==> src/design/dvt_pkg.sv <==
`timescale 1ns / 1ps
// ----------------------------------------------------------------------------
// dvt_pkg
// Shared types and constants for the divider and reloading timer core.
// ----------------------------------------------------------------------------
package dvt_pkg;

  // phase accumulators are 12-bit two's complement
  localparam int unsigned PhaseW = 12;
  localparam logic signed [PhaseW-1:0] PhaseFloor = {1'b1, {(PhaseW-1){1'b0}}};

  // item kinds
  localparam logic [1:0] ActAdvance = 2'd0;
  localparam logic [1:0] ActWrite   = 2'd1;
  localparam logic [1:0] ActRead    = 2'd2;

  // register selects
  localparam logic [1:0] RegDivider = 2'd0;
  localparam logic [1:0] RegCounter = 2'd1;
  localparam logic [1:0] RegReload  = 2'd2;
  localparam logic [1:0] RegControl = 2'd3;

  // control register bits
  localparam int unsigned CtrlEnableBit = 2;

  typedef struct packed {
    logic [1:0] action;
    logic [7:0] cycle_count;
    logic [1:0] register_select;
    logic [7:0] write_data;
  } in_item_t;

  typedef struct packed {
    logic [7:0] read_data;
    logic       timer_interrupt;
  } out_item_t;

  // controller to datapath
  typedef struct packed {
    logic load;    // take a new item
    logic step;    // one phase step of each running accumulator
    logic finish;  // move the result into the output register
  } dp_cmd_t;

  // datapath to controller
  typedef struct packed {
    logic busy;    // an accumulator still has steps to do
  } dp_status_t;

endpackage

==> src/design/dvt_ctrl.sv <==
`timescale 1ns / 1ps
// ----------------------------------------------------------------------------
// dvt_ctrl
// Controller: sequences load, phase steps and result hand-off, and owns the
// handshake state of both channels.
// ----------------------------------------------------------------------------
module dvt_ctrl
  import dvt_pkg::*;
(
  input  logic       clk_i,
  input  logic       rst_ni,
  input  logic       in_valid_i,
  output logic       in_ready_o,
  output logic       out_valid_o,
  input  logic       out_ready_i,
  output dp_cmd_t    cmd_o,
  input  dp_status_t status_i
);

  localparam logic [0:0] StIdle = 1'b0;
  localparam logic [0:0] StRun  = 1'b1;

  logic [0:0] state_q, state_d;
  logic       out_valid_q, out_valid_d;
  logic       slot_free;

  assign in_ready_o  = (state_q == StIdle);
  assign out_valid_o = out_valid_q;
  assign slot_free   = !out_valid_q || out_ready_i;

  // next state and commands
  always_comb begin
    state_d      = state_q;
    cmd_o.load   = 1'b0;
    cmd_o.step   = 1'b0;
    cmd_o.finish = 1'b0;
    unique case (state_q)
      StIdle: begin
        if (in_valid_i) begin
          cmd_o.load = 1'b1;
          state_d    = StRun;
        end
      end
      StRun: begin
        if (status_i.busy) begin
          cmd_o.step = 1'b1;
        end else if (slot_free) begin
          cmd_o.finish = 1'b1;
          state_d      = StIdle;
        end
      end
      default: state_d = StIdle;
    endcase
  end

  // output valid: set on finish, cleared on transfer
  always_comb begin
    out_valid_d = out_valid_q;
    if (cmd_o.finish) begin
      out_valid_d = 1'b1;
    end else if (out_ready_i) begin
      out_valid_d = 1'b0;
    end
  end

  always_ff @(posedge clk_i or negedge rst_ni) begin
    if (!rst_ni) begin
      state_q     <= StIdle;
      out_valid_q <= 1'b0;
    end else begin
      state_q     <= state_d;
      out_valid_q <= out_valid_d;
    end
  end

endmodule

==> src/design/dvt_datapath.sv <==
`timescale 1ns / 1ps
// ----------------------------------------------------------------------------
// dvt_datapath
// Timer registers, the two phase accumulators with their step units, and the
// output register.
// ----------------------------------------------------------------------------
module dvt_datapath
  import dvt_pkg::*;
#(
  parameter int unsigned DIV_PERIOD   = 256,
  parameter int unsigned RATE0_PERIOD = 1024,
  parameter int unsigned RATE1_PERIOD = 16,
  parameter int unsigned RATE2_PERIOD = 64,
  parameter int unsigned RATE3_PERIOD = 256
) (
  input  logic       clk_i,
  input  logic       rst_ni,
  input  in_item_t   item_i,
  input  dp_cmd_t    cmd_i,
  output dp_status_t status_o,
  output out_item_t  result_o
);

  localparam logic signed [PhaseW-1:0] DivPeriod = PhaseW'(DIV_PERIOD);
  localparam logic signed [PhaseW-1:0] Rate0     = PhaseW'(RATE0_PERIOD);
  localparam logic signed [PhaseW-1:0] Rate1     = PhaseW'(RATE1_PERIOD);
  localparam logic signed [PhaseW-1:0] Rate2     = PhaseW'(RATE2_PERIOD);
  localparam logic signed [PhaseW-1:0] Rate3     = PhaseW'(RATE3_PERIOD);

  function automatic logic signed [PhaseW-1:0] rate_period(input logic [1:0] sel);
    logic signed [PhaseW-1:0] p;
    unique case (sel)
      2'd0:    p = Rate0;
      2'd1:    p = Rate1;
      2'd2:    p = Rate2;
      default: p = Rate3;
    endcase
    return p;
  endfunction

  // subtract an 8-bit count, saturating at the phase floor
  function automatic logic signed [PhaseW-1:0] phase_sub(
    input logic signed [PhaseW-1:0] phase,
    input logic [7:0]               amount
  );
    logic signed [PhaseW:0] diff;
    diff = {phase[PhaseW-1], phase} - $signed({{(PhaseW-7){1'b0}}, amount});
    return (diff < $signed({PhaseFloor[PhaseW-1], PhaseFloor})) ?
           PhaseFloor : diff[PhaseW-1:0];
  endfunction

  function automatic logic not_positive(input logic signed [PhaseW-1:0] phase);
    return phase[PhaseW-1] || (phase == '0);
  endfunction

  logic [7:0]               div_q, div_d;
  logic signed [PhaseW-1:0] div_phase_q, div_phase_d;
  logic [7:0]               cnt_q, cnt_d;
  logic [7:0]               reload_q, reload_d;
  logic [2:0]               ctrl_q, ctrl_d;
  logic signed [PhaseW-1:0] cnt_phase_q, cnt_phase_d;
  logic                     div_run_q, div_run_d;
  logic                     cnt_run_q, cnt_run_d;
  logic [7:0]               rd_q, rd_d;
  logic                     irq_q, irq_d;
  out_item_t                result_q;

  logic signed [PhaseW-1:0] div_phase_sub, cnt_phase_sub;
  logic signed [PhaseW-1:0] div_phase_add, cnt_phase_add;
  logic [7:0]               div_inc;

  assign status_o.busy = div_run_q || cnt_run_q;
  assign result_o      = result_q;

  assign div_phase_sub = phase_sub(div_phase_q, item_i.cycle_count);
  assign cnt_phase_sub = phase_sub(cnt_phase_q, item_i.cycle_count);
  assign div_phase_add = div_phase_q + DivPeriod;
  assign cnt_phase_add = cnt_phase_q + rate_period(ctrl_q[1:0]);
  assign div_inc       = div_q + 8'd1;

  // item load and accumulator steps
  always_comb begin
    div_d       = div_q;
    div_phase_d = div_phase_q;
    cnt_d       = cnt_q;
    reload_d    = reload_q;
    ctrl_d      = ctrl_q;
    cnt_phase_d = cnt_phase_q;
    div_run_d   = div_run_q;
    cnt_run_d   = cnt_run_q;
    rd_d        = rd_q;
    irq_d       = irq_q;
    if (cmd_i.load) begin
      rd_d  = '0;
      irq_d = 1'b0;
      unique case (item_i.action)
        ActAdvance: begin
          div_phase_d = div_phase_sub;
          div_run_d   = not_positive(div_phase_sub);
          if (ctrl_q[CtrlEnableBit]) begin
            cnt_phase_d = cnt_phase_sub;
            cnt_run_d   = not_positive(cnt_phase_sub);
          end
        end
        ActWrite: begin
          unique case (item_i.register_select)
            RegDivider: div_d    = '0;
            RegCounter: cnt_d    = item_i.write_data;
            RegReload:  reload_d = item_i.write_data;
            default: begin
              ctrl_d      = item_i.write_data[2:0];
              cnt_phase_d = rate_period(item_i.write_data[1:0]);
            end
          endcase
        end
        ActRead: begin
          unique case (item_i.register_select)
            RegDivider: rd_d = div_q;
            RegCounter: rd_d = cnt_q;
            RegReload:  rd_d = reload_q;
            default:    rd_d = {5'd0, ctrl_q};
          endcase
        end
        default: ;
      endcase
    end else if (cmd_i.step) begin
      // divider: one period per step, stop on wrap or positive phase
      if (div_run_q) begin
        div_phase_d = div_phase_add;
        div_d       = div_inc;
        div_run_d   = (div_inc != 8'd0) && not_positive(div_phase_add);
      end
      // counter: one period per step, reload and flag on wrap
      if (cnt_run_q) begin
        cnt_phase_d = cnt_phase_add;
        if (cnt_q == 8'hFF) begin
          cnt_d     = reload_q;
          irq_d     = 1'b1;
          cnt_run_d = 1'b0;
        end else begin
          cnt_d     = cnt_q + 8'd1;
          cnt_run_d = not_positive(cnt_phase_add);
        end
      end
    end
  end

  always_ff @(posedge clk_i or negedge rst_ni) begin
    if (!rst_ni) begin
      div_q       <= '0;
      div_phase_q <= DivPeriod;
      cnt_q       <= '0;
      reload_q    <= '0;
      ctrl_q      <= '0;
      cnt_phase_q <= Rate0;
      div_run_q   <= 1'b0;
      cnt_run_q   <= 1'b0;
    end else begin
      div_q       <= div_d;
      div_phase_q <= div_phase_d;
      cnt_q       <= cnt_d;
      reload_q    <= reload_d;
      ctrl_q      <= ctrl_d;
      cnt_phase_q <= cnt_phase_d;
      div_run_q   <= div_run_d;
      cnt_run_q   <= cnt_run_d;
    end
  end

  // result payload registers
  always_ff @(posedge clk_i) begin
    rd_q  <= rd_d;
    irq_q <= irq_d;
    if (cmd_i.finish) begin
      result_q.read_data       <= rd_q;
      result_q.timer_interrupt <= irq_q;
    end
  end

endmodule

==> src/design/divider_and_reloading_timer_core.sv <==
`timescale 1ns / 1ps
// ----------------------------------------------------------------------------
// divider_and_reloading_timer_core
// Timer with free-running divider, enabled counter with reload and interrupt
// flag; items are advances, register writes and register reads.
// ----------------------------------------------------------------------------
//  channel | direction | handshake               | payload
//  --------+-----------+-------------------------+--------------------------
//  in      | input     | in_valid_i / in_ready_o  | in_data_i  (in_item_t)
//  out     | output    | out_valid_o / out_ready_i| out_data_o (out_item_t)
//
//  An item is loaded, then takes S phase steps, then is handed off.
//  S is the larger of the divider and counter step counts of an advance
//  (one period added per cycle, at most 256 each) and 0 for reads/writes.
//  Reset puts the divider phase at DIV_PERIOD and counter phase at RATE0.
//  A new item is taken while a finished result waits in the output register;
//  hand-off stalls only when that register is still full.
// ----------------------------------------------------------------------------
module divider_and_reloading_timer_core
  import dvt_pkg::*;
#(
  parameter int unsigned DIV_PERIOD   = 256,
  parameter int unsigned RATE0_PERIOD = 1024,
  parameter int unsigned RATE1_PERIOD = 16,
  parameter int unsigned RATE2_PERIOD = 64,
  parameter int unsigned RATE3_PERIOD = 256
) (
  input  logic      clk_i,
  input  logic      rst_ni,
  input  logic      in_valid_i,
  output logic      in_ready_o,
  input  in_item_t  in_data_i,
  output logic      out_valid_o,
  input  logic      out_ready_i,
  output out_item_t out_data_o
);

  dp_cmd_t    cmd;
  dp_status_t status;

  // sequencing
  dvt_ctrl u_ctrl (
    .clk_i       (clk_i),
    .rst_ni      (rst_ni),
    .in_valid_i  (in_valid_i),
    .in_ready_o  (in_ready_o),
    .out_valid_o (out_valid_o),
    .out_ready_i (out_ready_i),
    .cmd_o       (cmd),
    .status_i    (status)
  );

  // timer registers and step units
  dvt_datapath #(
    .DIV_PERIOD   (DIV_PERIOD),
    .RATE0_PERIOD (RATE0_PERIOD),
    .RATE1_PERIOD (RATE1_PERIOD),
    .RATE2_PERIOD (RATE2_PERIOD),
    .RATE3_PERIOD (RATE3_PERIOD)
  ) u_datapath (
    .clk_i    (clk_i),
    .rst_ni   (rst_ni),
    .item_i   (in_data_i),
    .cmd_i    (cmd),
    .status_o (status),
    .result_o (out_data_o)
  );

endmodule
==> config.mk <==
export PLATFORM = sky130hd
export DESIGN_NAME = divider_and_reloading_timer_core
export DESIGN_NICKNAME = d
export VERILOG_FILES = /design/src/design/dvt_pkg.sv /design/src/design/dvt_ctrl.sv /design/src/design/dvt_datapath.sv /design/src/design/divider_and_reloading_timer_core.sv
export SDC_FILE = /design/constraint.sdc
export NUM_CORES = 1
export LEC_CHECK = 0
export BUFFER_PORTS_ARGS = -buffer_cell sky130_fd_sc_hd__buf_2
export CAP_MARGIN = 20
export CORE_UTILIZATION = 63
export CTS_BUF_LIST = sky130_fd_sc_hd__clkbuf_8
export DETAILED_ROUTE_END_ITERATION = 7
export PLACE_DENSITY_LB_ADDON = 0.12
export SYNTH_ARGS = -nofsm -noshare
export SYNTH_HDL_FRONTEND = slang
export SYNTH_SLANG_ARGS = --single-unit
==> constraint.sdc <==
create_clock -name clk_i -period 3.6 [get_ports clk_i]
set_clock_uncertainty 0.15 [all_clocks]
set_input_delay 0.54 -clock clk_i [delete_from_list [all_inputs] [get_ports clk_i]]
set_output_delay 0.54 -clock clk_i [all_outputs]
set_load 0.005 [all_outputs]
==> flow_metrics.tcl <==
set metrics [dict create \
    required_ps 3750 \
    tritoncts "done" \
    total_leakage_power_nw 2.37 \
    first_iteration_detailed_routing_drc_count 245 \
    cts_repair_resize_count 0 \
    setup_tns_ps 0 \
    async_reset_ff_frac 0.753 \
    stdcell_area_um2 5360 \
    max-clock-path-buffers 2 \
    period_minus_slack_ps 2900 \
    detail-route-antenna-nets 0 \
    worstPathMaxFanout 11 \
    edff_count_synth 17 \
    r2r-end "u_datapath.div_phase_q[9]" \
    post_synth.cell_area_avg_um2 9.24 \
    number_of_warning_messages_in_the_yosys_log 0 \
    final_hold_viol_count 0 \
    vias_per_std_cell 6.37 \
    average_routed_wire_per_standard_cell_um 17.1 \
    setup-violations-final 0 \
    critical_path.endpoint_type "flop" \
    synth-main-ff-cell "sky130_fd_sc_hd__dfrtp_1" \
    power.ir.vdd_worst_uv 439 \
    clock_sink_count 73 \
    arrival_ps 3040 \
    drv.max_cap_violation_count 0 \
    maxSlewHeadroom 0.527 \
    grt_start_max_net_pins 44 \
    worst-setup-path-type "reg2reg" \
    synth_sequential_area_ratio 0.390 \
    initial_core_util 0.664 \
    area_growth_pct 9.53 \
    die_x_um 90.2 \
    syn-instance-count 530 \
    run_status "completed" \
    global_route_wire_length_before_repair_um 19300 \
    reg2regPathDepth 7 \
    die_height_um 90.2 \
    slew_viol_final 0 \
    place.port_buffers 34 \
    grt_setup_unrepaired "no" \
    combined_area_of_all_synthesized_cells_um2 4900 \
    clock_tree.root_cell "sky130_fd_sc_hd__clkbuf_8" \
    detail_route.drc_violations 0 \
    clk_pin_slew_worst_paths_ps 80 \
    final_core_util 0.728 \
    via_count 4232 \
    insertedDiodeCount 0 \
    layout_worst_path_cycle_share 0.805 \
    cts-htree-levels 3 \
    fmax_ghz 0.345 \
    die-area_um2 8130 \
    clk_latency_ps 360 \
    track_usage 0.296 \
    ff2ff_setup_slack_ps 700 \
    core_area_um2 7370 \
    hold-worst-slack_ps 280 \
    first_global_vias 3928 \
    share_of_layout_cells_above_drive_strength_1 0.145 \
    netlist-cell-type-count 72 \
    num_rows 31 \
    finalWirelength_um 11300 \
    drt_pre_antenna_iters 5 \
    numPlacedInstances 646 \
    synth_seq_cells 73 \
    cellPowerDensity_nw_per_um2 801 \
    cts-buffers-inserted 9 \
    detailedPlacementHpwl_um 8510 \
    layout.cells.non_filler 664 \
    worst_hold_path_type "in2reg" \
    worst_setup_path_startpoint "u_datapath.div_phase_q[4]" \
    antenna_found_initial 0 \
    synth.net_count 583 \
    dpl-instance-area_um2 5130 \
    setup.worst_path.end "u_datapath.div_phase_q[9]" \
    nNetsFinal 613 \
    worst_pin_slew_ps 702 \
    finalWeightedCongestion 0.947 \
    floorplan.io_pins 35 \
    reg2reg_from "u_datapath.div_phase_q[4]" \
    setup_crit_start_kind "flop" \
    grt_remaining_overflow 0 \
]
==> worst max-delay path, cell delays in order, from the launching register on <==
cell	delay (ps)
sky130_fd_sc_hd__dfrtp_1	420
sky130_fd_sc_hd__ha_1	340
sky130_fd_sc_hd__a2111o_1	490
sky130_fd_sc_hd__o211ai_2	300
sky130_fd_sc_hd__a211oi_1	150
sky130_fd_sc_hd__o2bb2ai_2	240
sky130_fd_sc_hd__a2111oi_0	570
sky130_fd_sc_hd__a211o_1	160
==> per-stage QoR <==
| step | worst slack [ps] | power (mW) |
|---|---|---|
| detailed placement | 567 | 3.60 |
| global placement | 658 | 3.51 |
| finish | 703 | 4.29 |
| floorplan | 904 | 3.08 |
| CTS | 733 | 4.27 |
| global route | 442 | 4.62 |
==> synth_stat cells, types with 3 or more instances <==
master                      count  share of area
sky130_fd_sc_hd__nand4_1        6         0.0077
sky130_fd_sc_hd__a211oi_1       7          0.011
sky130_fd_sc_hd__inv_1         30          0.023
sky130_fd_sc_hd__o21ai_0       37          0.038
sky130_fd_sc_hd__dfrtp_1       53           0.27
sky130_fd_sc_hd__nand3_1       17          0.017
sky130_fd_sc_hd__nor2b_1        6         0.0077
sky130_fd_sc_hd__a221oi_1       3         0.0054
sky130_fd_sc_hd__a31oi_1       13          0.017
sky130_fd_sc_hd__or4_1          3         0.0046
sky130_fd_sc_hd__nor2_1        50          0.038
sky130_fd_sc_hd__ha_1          27          0.069
sky130_fd_sc_hd__o2111ai_1      3         0.0054
sky130_fd_sc_hd__nand2b_1       7         0.0089
sky130_fd_sc_hd__nor4_1         3         0.0038
sky130_fd_sc_hd__nor3_1         8         0.0082
sky130_fd_sc_hd__and2_1         4         0.0051
sky130_fd_sc_hd__edfxtp_1      17           0.10
sky130_fd_sc_hd__a21o_1         6         0.0092
sky130_fd_sc_hd__a22o_1         3         0.0054
sky130_fd_sc_hd__o22ai_1        3         0.0038
sky130_fd_sc_hd__a32o_1         3         0.0061
sky130_fd_sc_hd__clkbuf_1      16          0.012
sky130_fd_sc_hd__or3_1          4         0.0051
sky130_fd_sc_hd__nand2_1       43          0.033
sky130_fd_sc_hd__o22a_1         3         0.0054
sky130_fd_sc_hd__mux4_2         3          0.014
sky130_fd_sc_hd__o21a_1         3         0.0046
sky130_fd_sc_hd__and3_1        12          0.015
sky130_fd_sc_hd__xnor2_1       16          0.029
sky130_fd_sc_hd__xor2_1         6          0.011
sky130_fd_sc_hd__o31ai_1       12          0.018
sky130_fd_sc_hd__a21oi_1       33          0.034
sky130_fd_sc_hd__mux2i_1        8          0.016
sky130_fd_sc_hd__mux2_2        11          0.025
==> layout make-up <==
cell class	instances	area [um2]
multi-input cells	405	2780
fillers	566	2010
clock buffers	9	124
flip-flops and latches	73	1910
well taps	99	124
clock inverters	7	77.6
inverters	30	113
repair buffers	41	238
==> logic make-up after synthesis <==
kind of cell	share of synthesized area
and+or+nand+nor	0.163
AOI/OAI and AO/OA	0.232
DFF	0.390
buffers and inverters	0.0427
adders and majority gates	0.0772
xor gates and xnor gates	0.0394
muxes	0.0555
==> registers in the layout, summed over array words and instances, names as in the netlist <==
| name | count |
|---|---|
| u_datapath.result_o | 9 |
| u_datapath.rd_q | 8 |
| u_ctrl.out_valid_o | 1 |
| u_datapath.reload_q | 8 |
| u_datapath.div_phase_q | 12 |
| u_datapath.cnt_run_q | 1 |
| u_datapath.ctrl_q | 3 |
| u_datapath.div_q | 8 |
| u_datapath.cnt_phase_q | 12 |
| u_datapath.cnt_q | 8 |
| u_ctrl.state_q | 1 |
| u_datapath.div_run_q | 1 |
| u_datapath.irq_q | 1 |
==> metal layers <==
| layer | wire, um | track usage | share of wire | vias up |
|---|---|---|---|---|
| li1 | - | - | - | 2039 |
| met1 | 5260 | 0.438 | 0.46 | 2023 |
| met2 | 5170 | 0.451 | 0.46 | 149 |
| met3 | 684 | 0.0423 | 0.060 | 21 |
| met4 | 217 | 0.0927 | 0.019 | 0 |
| met5 | 0 | 0 | 0 | - |
==> power by group <==
part	leakage (nW)	switching, mW	internal (mW)	total, mW
Combinational	1.42	1.18	0.902	2.08
Clock	0.100	0.336	0.326	0.662
Sequential	0.853	0.373	1.18	1.55
Total	2.37	1.89	2.40	4.29
==> how the worst min path moves through the flow <==
stage	endpoint	cells after the start	startpoint	slack, ps
finish	u_datapath.reload_q[3]	2	in_data_i[3]	280
global route	u_datapath.reload_q[4]	2	in_data_i[4]	270
CTS	u_datapath.div_phase_q[4]	1	rst_ni	220
detailed placement	u_datapath.result_o[4]	0	u_datapath.rd_q[3]	260
global placement	u_datapath.result_o[4]	0	u_datapath.rd_q[3]	250
floorplan	u_ctrl.out_valid_o	0	rst_ni	90
==> cell usage in the layout (no fill, tap or decap), types with 4 or more instances in the layout <==
master / synthesis / routed
sky130_fd_sc_hd__dfrtp_1: 53 / 53
sky130_fd_sc_hd__buf_4: 1 / 5
sky130_fd_sc_hd__o21ai_0: 37 / 37
sky130_fd_sc_hd__nor2b_1: 6 / 6
sky130_fd_sc_hd__a21o_1: 6 / 6
sky130_fd_sc_hd__xor2_1: 6 / 6
sky130_fd_sc_hd__a31oi_1: 13 / 13
sky130_fd_sc_hd__xnor2_1: 16 / 16
sky130_fd_sc_hd__a211oi_1: 7 / 7
sky130_fd_sc_hd__nand4_1: 6 / 6
sky130_fd_sc_hd__clkbuf_8: 0 / 9
sky130_fd_sc_hd__mux2i_1: 8 / 8
sky130_fd_sc_hd__nor2_1: 50 / 50
sky130_fd_sc_hd__nor3_1: 8 / 8
sky130_fd_sc_hd__and3_1: 12 / 12
sky130_fd_sc_hd__ha_1: 27 / 27
sky130_fd_sc_hd__nand3_1: 17 / 17
sky130_fd_sc_hd__buf_2: 2 / 34
sky130_fd_sc_hd__o31ai_1: 12 / 12
sky130_fd_sc_hd__mux2_2: 11 / 11
sky130_fd_sc_hd__a21oi_1: 33 / 33
sky130_fd_sc_hd__inv_1: 30 / 30
sky130_fd_sc_hd__and2_1: 4 / 4
sky130_fd_sc_hd__nand2b_1: 7 / 7
sky130_fd_sc_hd__or3_1: 4 / 4
sky130_fd_sc_hd__nand2_1: 43 / 43
sky130_fd_sc_hd__edfxtp_1: 17 / 17
==> timing repair <==
| item | 4_1_cts | 5_1_grt |
|---|---|---|
| endpoints found under the setup margin | 0 | 0 |
| hold endpoints to repair | 0 | 7 |
| hold buffers | 0 | 1 |
| buffers inserted | 0 | 0 |
Note: power is estimated with default switching activity, not from simulation.
